$ cat src/design/u8hk_pkg.sv
package u8hk_pkg;

    localparam int unsigned PointW = 21;
    localparam int unsigned QueueDepth = 4;
    localparam int unsigned QueuePtrW = 2;

    localparam logic [PointW-1:0] HiraFirst = 21'h003041;
    localparam logic [PointW-1:0] HiraLast = 21'h003096;
    localparam logic [PointW-1:0] KataShift = 21'h000060;
    localparam logic [PointW-1:0] Max1Byte = 21'h00007f;
    localparam logic [PointW-1:0] Max2Byte = 21'h0007ff;
    localparam logic [PointW-1:0] Max3Byte = 21'h00ffff;

    // Encoded length minus one.
    typedef enum logic [1:0] {
        LEN_1 = 2'd0,
        LEN_2 = 2'd1,
        LEN_3 = 2'd2,
        LEN_4 = 2'd3
    } enc_len_t;

    // One decoded event: a complete code point or an error marker.
    typedef struct packed {
        logic [PointW-1:0] point;
        logic              last;
        logic              bad;
    } entry_t;

    typedef struct packed {
        logic full;
        logic empty;
    } queue_status_t;

endpackage

$ cat src/design/u8hk_front.sv
module u8hk_front (
    input  logic              clk,
    input  logic              rst_n,
    input  logic              in_valid,
    input  logic [7:0]        in_byte,
    input  logic              in_last,
    input  u8hk_pkg::queue_status_t q_status,
    output logic              in_ready,
    output logic              push,
    output u8hk_pkg::entry_t  push_entry
);

    logic [u8hk_pkg::PointW-1:0] partial_reg, partial_next;
    logic [1:0]                  pending_reg, pending_next;
    logic                        discard_reg, discard_next;
    logic                        accept;
    logic [u8hk_pkg::PointW-1:0] shifted;

    assign in_ready = !q_status.full;
    assign accept   = in_valid && in_ready;
    assign shifted  = {partial_reg[u8hk_pkg::PointW-7:0], in_byte[5:0]};

    always_comb
    begin
        partial_next = partial_reg;
        pending_next = pending_reg;
        discard_next = discard_reg;
        push         = 1'b0;
        push_entry   = '{point: '0, last: in_last, bad: 1'b1};
        if (accept)
        begin
            if (discard_reg)
            begin
                if (in_last)
                begin
                    discard_next = 1'b0;
                end
            end
            else if (pending_reg == 2'd0)
            begin
                if (!in_byte[7])
                begin
                    push             = 1'b1;
                    push_entry.point = {13'd0, in_byte};
                    push_entry.bad   = 1'b0;
                end
                else if (in_byte[7:5] == 3'b110 || in_byte[7:4] == 4'b1110
                         || in_byte[7:3] == 5'b11110)
                begin
                    if (in_last)
                    begin
                        // A lead byte that closes the text is a truncation.
                        push         = 1'b1;
                        partial_next = '0;
                        pending_next = 2'd0;
                    end
                    else if (in_byte[7:5] == 3'b110)
                    begin
                        partial_next = {16'd0, in_byte[4:0]};
                        pending_next = 2'd1;
                    end
                    else if (in_byte[7:4] == 4'b1110)
                    begin
                        partial_next = {17'd0, in_byte[3:0]};
                        pending_next = 2'd2;
                    end
                    else
                    begin
                        partial_next = {18'd0, in_byte[2:0]};
                        pending_next = 2'd3;
                    end
                end
                else
                begin
                    push         = 1'b1;
                    partial_next = '0;
                    discard_next = !in_last;
                end
            end
            else if (in_byte[7:6] != 2'b10)
            begin
                // The offending byte is consumed, not read as a new lead.
                push         = 1'b1;
                partial_next = '0;
                pending_next = 2'd0;
                discard_next = !in_last;
            end
            else if (pending_reg == 2'd1)
            begin
                push             = 1'b1;
                push_entry.point = shifted;
                push_entry.bad   = 1'b0;
                partial_next     = '0;
                pending_next     = 2'd0;
            end
            else if (in_last)
            begin
                push         = 1'b1;
                partial_next = '0;
                pending_next = 2'd0;
            end
            else
            begin
                partial_next = shifted;
                pending_next = pending_reg - 2'd1;
            end
        end
    end

    always_ff @(posedge clk or negedge rst_n)
    begin
        if (!rst_n)
        begin
            partial_reg <= '0;
            pending_reg <= 2'd0;
            discard_reg <= 1'b0;
        end
        else
        begin
            partial_reg <= partial_next;
            pending_reg <= pending_next;
            discard_reg <= discard_next;
        end
    end

endmodule

$ cat src/design/u8hk_queue.sv
module u8hk_queue (
    input  logic                   clk,
    input  logic                   rst_n,
    input  logic                   push,
    input  u8hk_pkg::entry_t       push_entry,
    input  logic                   pop,
    output u8hk_pkg::entry_t       head,
    output u8hk_pkg::queue_status_t status
);

    u8hk_pkg::entry_t store_reg [u8hk_pkg::QueueDepth];
    logic [u8hk_pkg::QueuePtrW-1:0] wr_ptr_reg, wr_ptr_next;
    logic [u8hk_pkg::QueuePtrW-1:0] rd_ptr_reg, rd_ptr_next;
    logic [u8hk_pkg::QueuePtrW:0]   count_reg, count_next;

    assign head         = store_reg[rd_ptr_reg];
    assign status.empty = (count_reg == '0);
    assign status.full  = (count_reg == (u8hk_pkg::QueuePtrW+1)'(u8hk_pkg::QueueDepth));

    always_comb
    begin
        wr_ptr_next = push ? wr_ptr_reg + 1'b1 : wr_ptr_reg;
        rd_ptr_next = pop ? rd_ptr_reg + 1'b1 : rd_ptr_reg;
        count_next  = count_reg;
        if (push && !pop)
        begin
            count_next = count_reg + 1'b1;
        end
        else if (pop && !push)
        begin
            count_next = count_reg - 1'b1;
        end
    end

    always_ff @(posedge clk)
    begin
        if (push)
        begin
            store_reg[wr_ptr_reg] <= push_entry;
        end
    end

    always_ff @(posedge clk or negedge rst_n)
    begin
        if (!rst_n)
        begin
            wr_ptr_reg <= '0;
            rd_ptr_reg <= '0;
            count_reg  <= '0;
        end
        else
        begin
            wr_ptr_reg <= wr_ptr_next;
            rd_ptr_reg <= rd_ptr_next;
            count_reg  <= count_next;
        end
    end

endmodule

$ cat src/design/u8hk_back.sv
module u8hk_back (
    input  logic                   clk,
    input  logic                   rst_n,
    input  u8hk_pkg::entry_t       head,
    input  u8hk_pkg::queue_status_t q_status,
    output logic                   pop,
    input  logic                   out_ready,
    output logic                   out_valid,
    output logic [7:0]             out_byte,
    output logic                   out_char_last,
    output logic                   out_text_done,
    output logic                   out_bad
);

    logic [u8hk_pkg::PointW-1:0] cp;
    u8hk_pkg::enc_len_t          len;
    logic [1:0]                  idx_reg, idx_next;
    logic [1:0]                  remain;
    logic                        valid_reg, valid_next;
    logic [7:0]                  byte_reg, byte_next;
    logic                        char_last_reg, char_last_next;
    logic                        text_done_reg, text_done_next;
    logic                        bad_reg, bad_next;
    logic                        load;
    logic                        fin;

    always_comb
    begin
        cp = head.point;
        if (cp >= u8hk_pkg::HiraFirst && cp <= u8hk_pkg::HiraLast)
        begin
            cp = cp + u8hk_pkg::KataShift;
        end
        if (cp <= u8hk_pkg::Max1Byte)
        begin
            len = u8hk_pkg::LEN_1;
        end
        else if (cp <= u8hk_pkg::Max2Byte)
        begin
            len = u8hk_pkg::LEN_2;
        end
        else if (cp <= u8hk_pkg::Max3Byte)
        begin
            len = u8hk_pkg::LEN_3;
        end
        else
        begin
            len = u8hk_pkg::LEN_4;
        end
    end

    assign remain = len - idx_reg;
    assign fin    = head.bad || (remain == 2'd0);
    assign load   = !valid_reg || out_ready;
    assign pop    = load && !q_status.empty && fin;

    always_comb
    begin
        byte_next      = byte_reg;
        char_last_next = char_last_reg;
        text_done_next = text_done_reg;
        bad_next       = bad_reg;
        valid_next     = valid_reg;
        idx_next       = idx_reg;
        if (load)
        begin
            valid_next = !q_status.empty;
            if (!q_status.empty)
            begin
                char_last_next = fin;
                text_done_next = fin && head.last;
                bad_next       = head.bad;
                idx_next       = fin ? 2'd0 : idx_reg + 2'd1;
                if (head.bad)
                begin
                    byte_next = 8'h00;
                end
                else if (idx_reg == 2'd0)
                begin
                    unique case (len)
                        u8hk_pkg::LEN_1: byte_next = {1'b0, cp[6:0]};
                        u8hk_pkg::LEN_2: byte_next = {3'b110, cp[10:6]};
                        u8hk_pkg::LEN_3: byte_next = {4'b1110, cp[15:12]};
                        u8hk_pkg::LEN_4: byte_next = {5'b11110, cp[20:18]};
                        default:         byte_next = 8'h00;
                    endcase
                end
                else
                begin
                    case (remain)
                        2'd0:    byte_next = {2'b10, cp[5:0]};
                        2'd1:    byte_next = {2'b10, cp[11:6]};
                        default: byte_next = {2'b10, cp[17:12]};
                    endcase
                end
            end
        end
    end

    always_ff @(posedge clk)
    begin
        byte_reg      <= byte_next;
        char_last_reg <= char_last_next;
        text_done_reg <= text_done_next;
        bad_reg       <= bad_next;
    end

    always_ff @(posedge clk or negedge rst_n)
    begin
        if (!rst_n)
        begin
            valid_reg <= 1'b0;
            idx_reg   <= 2'd0;
        end
        else
        begin
            valid_reg <= valid_next;
            idx_reg   <= idx_next;
        end
    end

    assign out_valid     = valid_reg;
    assign out_byte      = byte_reg;
    assign out_char_last = char_last_reg;
    assign out_text_done = text_done_reg;
    assign out_bad       = bad_reg;

endmodule

$ cat src/design/utf8_hiragana_to_katakana_top.sv
// Channel  Direction  tdata           tuser                      tlast
// s_*      in         in_byte [7:0]   -                          text_last
// m_*      out        out_byte [7:0]  char_last [0], bad_input [1] text_done
//
// The decoder takes one input byte per cycle while the four-entry event queue has room.
// The encoder emits one output byte per cycle while m_tready is high and an event waits;
// a character yields one to four bytes, its re-encoded form, from the output register.
// A character's first output byte passes the event queue, then the output register.
// Reset clears all control state. An output stall fills the queue and then drops
// s_tready; bytes dropped after an error are taken but push nothing into the queue.
module utf8_hiragana_to_katakana_top (
    input  logic       clk,
    input  logic       rst_n,
    input  logic       s_tvalid,
    output logic       s_tready,
    input  logic [7:0] s_tdata,   // [7:0] in_byte
    input  logic       s_tlast,
    output logic       m_tvalid,
    input  logic       m_tready,
    output logic [7:0] m_tdata,   // [7:0] out_byte
    output logic [1:0] m_tuser,   // [0] char_last, [1] bad_input
    output logic       m_tlast
);

    logic                    push;
    logic                    pop;
    u8hk_pkg::entry_t        push_entry;
    u8hk_pkg::entry_t        head;
    u8hk_pkg::queue_status_t q_status;

    u8hk_front u_front (
        .clk        (clk),
        .rst_n      (rst_n),
        .in_valid   (s_tvalid),
        .in_byte    (s_tdata),
        .in_last    (s_tlast),
        .q_status   (q_status),
        .in_ready   (s_tready),
        .push       (push),
        .push_entry (push_entry)
    );

    u8hk_queue u_queue (
        .clk        (clk),
        .rst_n      (rst_n),
        .push       (push),
        .push_entry (push_entry),
        .pop        (pop),
        .head       (head),
        .status     (q_status)
    );

    u8hk_back u_back (
        .clk           (clk),
        .rst_n         (rst_n),
        .head          (head),
        .q_status      (q_status),
        .pop           (pop),
        .out_ready     (m_tready),
        .out_valid     (m_tvalid),
        .out_byte      (m_tdata),
        .out_char_last (m_tuser[0]),
        .out_text_done (m_tlast),
        .out_bad       (m_tuser[1])
    );

endmodule

$ cat config.mk
export PLATFORM = sky130hd
export DESIGN_NAME = utf8_hiragana_to_katakana_top
export DESIGN_NICKNAME = d
export VERILOG_FILES = /design/src/design/u8hk_pkg.sv /design/src/design/u8hk_front.sv /design/src/design/u8hk_queue.sv /design/src/design/u8hk_back.sv /design/src/design/utf8_hiragana_to_katakana_top.sv
export SDC_FILE = /design/constraint.sdc
export NUM_CORES = 1
export LEC_CHECK = 0
export BUFFER_PORTS_ARGS = -buffer_cell sky130_fd_sc_hd__clkbuf_2
export CORE_MARGIN = 2
export CORE_UTILIZATION = 30
export DETAILED_ROUTE_END_ITERATION = 6
export PLACE_DENSITY_LB_ADDON = 0.25
export SETUP_SLACK_MARGIN = 0.05
export SYNTH_ARGS = -nofsm -noshare
export SYNTH_HDL_FRONTEND = slang
export SYNTH_SLANG_ARGS = --single-unit
$ cat constraint.sdc
create_clock -name clk -period 12.05 [get_ports clk]
set_input_delay 0.6025 -clock clk [delete_from_list [all_inputs] [get_ports clk]]
set_output_delay 0.6025 -clock clk [all_outputs]
set_load 0.02 [all_outputs]
==> results of run 1 <==
routing by layer:
metal	global-route usage (%)	up-vias
met5	0	-
met4	4.14	0
met3	3.84	12
met2	20.5	89
met1	16.1	1668
li1	-	1553
per-stage QoR:
step / hold slack [ns] / instance area, µm² / instances
after floorplan: 0.307 / 5890 / 387
after global placement: 0.481 / 6280 / 667
after detailed placement: 0.486 / 6280 / 667
after CTS: 0.288 / 6810 / 698
after global routing: 0.314 / 6810 / 698
final: 0.260 / 6810 / 698
where the power goes:
part / switching [mW] / leakage (nW) / internal [mW]
Combinational: 0.325 / 0.921 / 0.217
Clock: 0.180 / 0.256 / 0.281
Sequential: 0.0411 / 1.30 / 0.590
Total: 0.546 / 2.48 / 1.09
final timing paths:
check,from,to,slack (ns),cells past startpoint
worst max-delay path,u_queue.rd_ptr_reg[0],u_queue.count_reg[1],6.78,16
worst min-delay path,rst_n,u_front.partial_reg[0],0.26,1
worst max register to register,u_queue.rd_ptr_reg[0],u_queue.count_reg[1],6.78,16
worst min register to register,u_front.partial_reg[13],u_front.partial_reg[13],0.50,1
max in group asynchronous,rst_n,u_back.idx_reg[1],11.29,1
min in group clk,m_tready,u_back.out_valid,0.39,2
kinds of logic (layout without fill, tap and decap cells):
group                    Yosys count  count (layout)  synth area share, %
buffers and inverters             35              81                 3.21
multiplexers                      26              26                 9.13
AND/OR/NAND/NOR                  103             103                 9.68
flip-flops                       131             131                 64.4
adder cells (fa/ha/maj)           14              14                 3.10
XOR/XNOR                           9               9                 1.59
AO/OA/AOI/OAI                     69              69                 8.90
critical path, stage by stage (launching register included):
cell	delay, ns
dfrtp_1	0.40
buf_4	0.43
mux4_2	0.57
nor3_1	0.23
and2_1	0.32
and4_1	0.31
a31oi_1	0.11
o21ai_0	0.50
nand2_1	0.12
ha_1	0.44
and2_4	0.26
nand2b_1	0.30
nand2_1	0.15
ha_1	0.28
inv_1	0.07
fa_1	0.40
mux2_2	0.26
final cells by class:
class / count / area [µm²]
clock inverters: 10 / 86.3
flip-flops and latches: 131 / 3790
clock buffers: 21 / 440
inverters: 19 / 71.3
multi-input cells: 221 / 1910
repair buffers: 31 / 170
well taps: 265 / 332
fillers: 1895 / 12600
cell usage in the layout (no fill, tap or decap), types with 5 or more instances in the layout:
master / Yosys / layout
xnor2_1: 6 / 6
clkbuf_2: 0 / 25
edfxtp_1: 103 / 103
nand2_1: 24 / 24
a22o_1: 13 / 13
nand2b_1: 8 / 8
a31oi_1: 8 / 8
o21ai_0: 11 / 11
mux4_2: 22 / 22
inv_1: 19 / 19
nor3_1: 9 / 9
clkbuf_16: 0 / 17
a21oi_1: 6 / 5
ha_1: 13 / 13
buf_4: 2 / 6
dfrtp_1: 28 / 28
and2_1: 26 / 26
nor2_1: 13 / 13
==> run_results.csv, run 1 <==
group,metric,value,unit
status,status,"finished clean",
clocking,clk_path_buf_depth,2,
global_routing,grt-ovfl-total,0,
clocking,holdBufCountCts,0,
floorplanning,start_util,30.4,%
drt,drcViolationCount,0,
layout,nNetsFinal,448,
clocking,postCtsSetupRepairBufs,0,
sta,fin_crit,5.27,ns
drt,drt_iter0_markers,171,
sta,fmax,0.190,GHz
power,p_leak,2.48,nW
logic_synthesis,ys_seq_elements,131,
clocking,cts_resized,0,
drt,route.met3.wl,481,µm
global_routing,grtUsageTotal,12.6,%
floorplanning,die_y,144,µm
sta,setup_viol,0,
floorplanning,die_x,144,µm
placement,post-place-ws,6.78,ns
logic_synthesis,yosys.area.top_type,"edfxtp_1",
critical_path,cp_max_fo,24,
logic_synthesis,synth.avg_cell_area,15.2,µm²
sta,fin_tns_setup,0,ns
hold_path,worst_hold_path_type,"in2async",
logic_synthesis,synthCells,387,
critical_path,critPathLaunchType,"flip-flop",
logic_synthesis,synthArstFlopShare,21.4,%
logic_synthesis,synth_common_cells,"edfxtp_1, dfrtp_1, and2_1, nand2_1, mux4_2",
drt,wirelength,12000,µm
global_routing,antenna_found_initial,0,
placement,hpwl,8120,µm
drt,ant_nets,0,
sta,slew_viol_final,0,
clocking,clock-sinks,131,
sta,worst_slack,6.78,ns
floorplanning,dieArea,20800,µm²
logic_synthesis,yosysMostFrequentCell,"edfxtp_1",
logic_synthesis,ys.warnings.count,0,
floorplanning,pin_count,26,
clocking,clk_pin_slew,0.06,ns
power,finalPower,1.63,mW
drt,num_vias,3322,
logic_synthesis,synth_seq_area_share,64.4,%
critical_path,required,12.34,ns
floorplanning,row_count,51,
drt,dr.pass1.iters,5,
floorplanning,core_area,19400,µm²
sta,period_share,43.8,%
logic_synthesis,yosys-top-cells-area,"edfxtp_1, dfrtp_1, mux4_2, and2_1, ha_1",
layout,n_antenna_cell,0,
critical_path,criticalPathCategory,"reg2reg",
drt,wl_met1,5490,µm
drt,wl_met2,5860,µm
layout,area_growth,15.5,%
layout,layout-drive-gt1-share,20.8,%
sta,slew_headroom,36.4,%
sta,fin_skew,0.00755,ns
clocking,h-tree-depth,4,
clocking,clock-root-buffer,"clkbuf_16",
logic_synthesis,syn_area,5890,µm²
critical_path,cp.arrival,5.56,ns
sta,rsz0062_at_grt,"no",
logic_synthesis,synth_nets,414,
power,vdd_drop_max,0.0000929,V
sta,worst_pin_slew,0.954,ns
placement,portBuffers,25,
global_routing,grt_pass1_wl,19100,µm
drt,viasPerCell,4.76,
layout,largest_register_ffs,92,
clocking,cts_tree,"done",
layout,utilization,35.1,%
power,power_density,240,nW/µm²
logic_synthesis,synth_cell_types,58,
logic_synthesis,synth-edff-count,103,
logic_synthesis,synth_flop_cell,"edfxtp_1",
global_routing,grt_max_degree,29,
drt,wire_per_inst,17.1,µm
critical_path,endpoint_kind,"flip-flop",
clocking,cts_buffers,17,
run,maxCapViolations,0,
sta,finalHoldViolations,0,
clocking,clock_latency,0.41,ns
logic_synthesis,netlist.area_leader.share,52.5,%
drt,top_layer,"met4",
placement,gp_congestion,0.837,
global_routing,grt_pass1_vias,3494,
No activity file was read; power rests on OpenSTA's default activity.
==> run 2: changes to the inputs <==
==> constraint.sdc (replaced) <==
create_clock -name clk -period 4.74 [get_ports clk]
set_input_delay 0.237 -clock clk [delete_from_list [all_inputs] [get_ports clk]]
set_output_delay 0.237 -clock clk [all_outputs]
set_load 0.02 [all_outputs]
==> run_results.csv, run 2 (same netlist as run 1, synthesis figures left out) <==
group,metric,value,unit
drt,viasPerCell,4.80,
drt,dr.pass1.iters,4,
clocking,clk_path_buf_depth,2,
sta,fin_skew,0.0102,ns
layout,final_cell_mix,"edfxtp_1, dfrtp_1, and2_1",
global_routing,grtUsageTotal,13.1,%
critical_path,cp_max_fo,12,
critical_path,criticalPathCategory,"reg2reg",
clocking,postCtsSetupRepairBufs,0,
clocking,clock-sinks,131,
layout,utilization,36.0,%
power,pwr-share-clk,29.9,%
status,status,"finished clean",
hold_path,whs_path_depth,2,
layout,area_growth,18.7,%
floorplanning,dieArea,20800,µm²
run,maxCapViolations,0,
floorplanning,pin_count,26,
global_routing,antenna_found_initial,0,
power,p_leak,2.57,nW
placement,post-place-ws,0.319,ns
drt,drt_iter0_markers,261,
hold_path,min_from,"s_tvalid",
floorplanning,row_count,51,
layout,final_common_cell,"edfxtp_1",
layout,layout-drive-gt1-share,23.4,%
floorplanning,die_x,144,µm
sta,slew_viol_final,0,
drt,wire_per_inst,17.4,µm
critical_path,cp.arrival,4.67,ns
sta,period_share,91.4,%
clocking,h-tree-depth,4,
layout,nNetsFinal,459,
power,seq_power_share,36.3,%
power,power_density,626,nW/µm²
placement,hpwl,8530,µm
clocking,cts_buffers,17,
power,switching_power,1.43,mW
clocking,clk_pin_slew,0.06,ns
layout,fillCellCount,1901,
power,switching_share,32.6,%
sta,worst_pin_slew,0.990,ns
layout,final-seq-area,3790,µm²
global_routing,grt_pass1_vias,3514,
placement,portBuffers,25,
critical_path,endpoint_kind,"flip-flop",
critical_path,required,5.07,ns
power,vdd_drop_max,0.000336,V
drt,drcViolationCount,0,
layout,largest_register_ffs,92,
critical_path,startpoint,"u_queue.rd_ptr_reg[0]",
clocking,clock_latency,0.41,ns
global_routing,grt_pass1_wl,19800,µm
sta,fin_tns_setup,0,ns
floorplanning,die_y,144,µm
layout,multiInputGateArea,1910,µm²
power,p_comb_share,33.8,%
floorplanning,start_util,30.4,%
sta,rsz0062_at_grt,"no",
critical_path,critPathLaunchType,"flip-flop",
layout,n_antenna_cell,0,
global_routing,grt-ovfl-total,0,
hold_path,worst_hold_path_type,"in2reg",
drt,ant_nets,0,
critical_path,r2r-start,"u_queue.rd_ptr_reg[0]",
sta,fmax,0.231,GHz
sta,slew_headroom,34.0,%
critical_path,r2r.worst_path.cells,18,
clocking,clock-root-buffer,"clkbuf_16",
sta,fin_crit,4.33,ns
drt,num_vias,3405,
clocking,cts_tree,"done",
placement,gp_congestion,0.916,
drt,wirelength,12400,µm
floorplanning,core_area,19400,µm²
sta,finalHoldViolations,0,
sta,worst_slack,0.407,ns
sta,setup_viol,0,
global_routing,grt_max_degree,29,
power,p_int,2.95,mW
[run 2: area by class of cell]
cell class,count,share of cell area [%]
timing repair buffer,42,4.04
clock buffer,18,6.28
clock inverter,14,2.31
multi-input combinational,221,27.4
sequential,131,54.2
tap,265,4.74
inverter,19,1.02
[run 2: critical path, stage by stage, from the launching register on]
cell	delay (ns)
dfrtp_1	0.46
buf_12	0.19
mux4_2	0.57
nor4_1	0.39
and2b_1	0.19
o211ai_2	0.11
and4b_1	0.22
o21ai_1	0.17
nand2_1	0.08
ha_1	0.32
and2_4	0.20
nand2b_1	0.18
nand2_1	0.12
ha_1	0.20
inv_1	0.06
fa_1	0.37
xor2_1	0.17
nor2_1	0.11
xor2_1	0.15
[run 2: through the flow]
stage	power (mW)	hold WS (ns)	cells	instance area, µm²
global route	4.64	0.0448	710	6990
CTS	4.43	0.00871	710	6990
floorplan	2.68	-0.0586	387	5890
global placement	3.09	0.351	676	6370
finish	4.38	0.0368	710	6990
detailed placement	3.10	0.358	676	6370
[run 2: path summary, 6_finish.rpt]
path,slack [ns],endpoint
min in group asynchronous,0.43,u_front.partial_reg[0]
max in group asynchronous,3.81,u_queue.count_reg[1]
hold reg to reg,0.50,u_front.partial_reg[6]
hold / removal,0.04,u_front.discard_reg
setup reg to reg,0.41,u_queue.count_reg[2]
setup / recovery,0.41,u_queue.count_reg[2]
[run 2: repair_timing]
| item | in CTS | in global routing |
|---|---|---|
| hold endpoints to repair | 29 | 0 |
| endpoints found under the setup margin | 0 | 1 |
| gates resized for setup | 0 | 1 |
| hold buffers | 2 | 0 |
[run 2: layer usage]
metal  GRT usage (%)  vias to the layer above  wire, µm
met2            20.1                       74      5780
met5               0                        -         0
li1                -                     1585         -
met1            17.9                     1738      5960
met3            3.84                        8       553
met4            4.85                        0        96
[run 2: power groups by stage]
| stage | Sequential (mW) | Clock (mW) | Combinational (mW) |
|---|---|---|---|
| after CTS | 1.59 | 1.35 | 1.50 |
| after detailed placement | 1.61 | 0 | 1.49 |
| final | 1.59 | 1.31 | 1.48 |
| after global placement | 1.61 | 0 | 1.48 |
| after floorplan | 1.64 | 0 | 1.04 |
| after global routing | 1.62 | 1.39 | 1.63 |
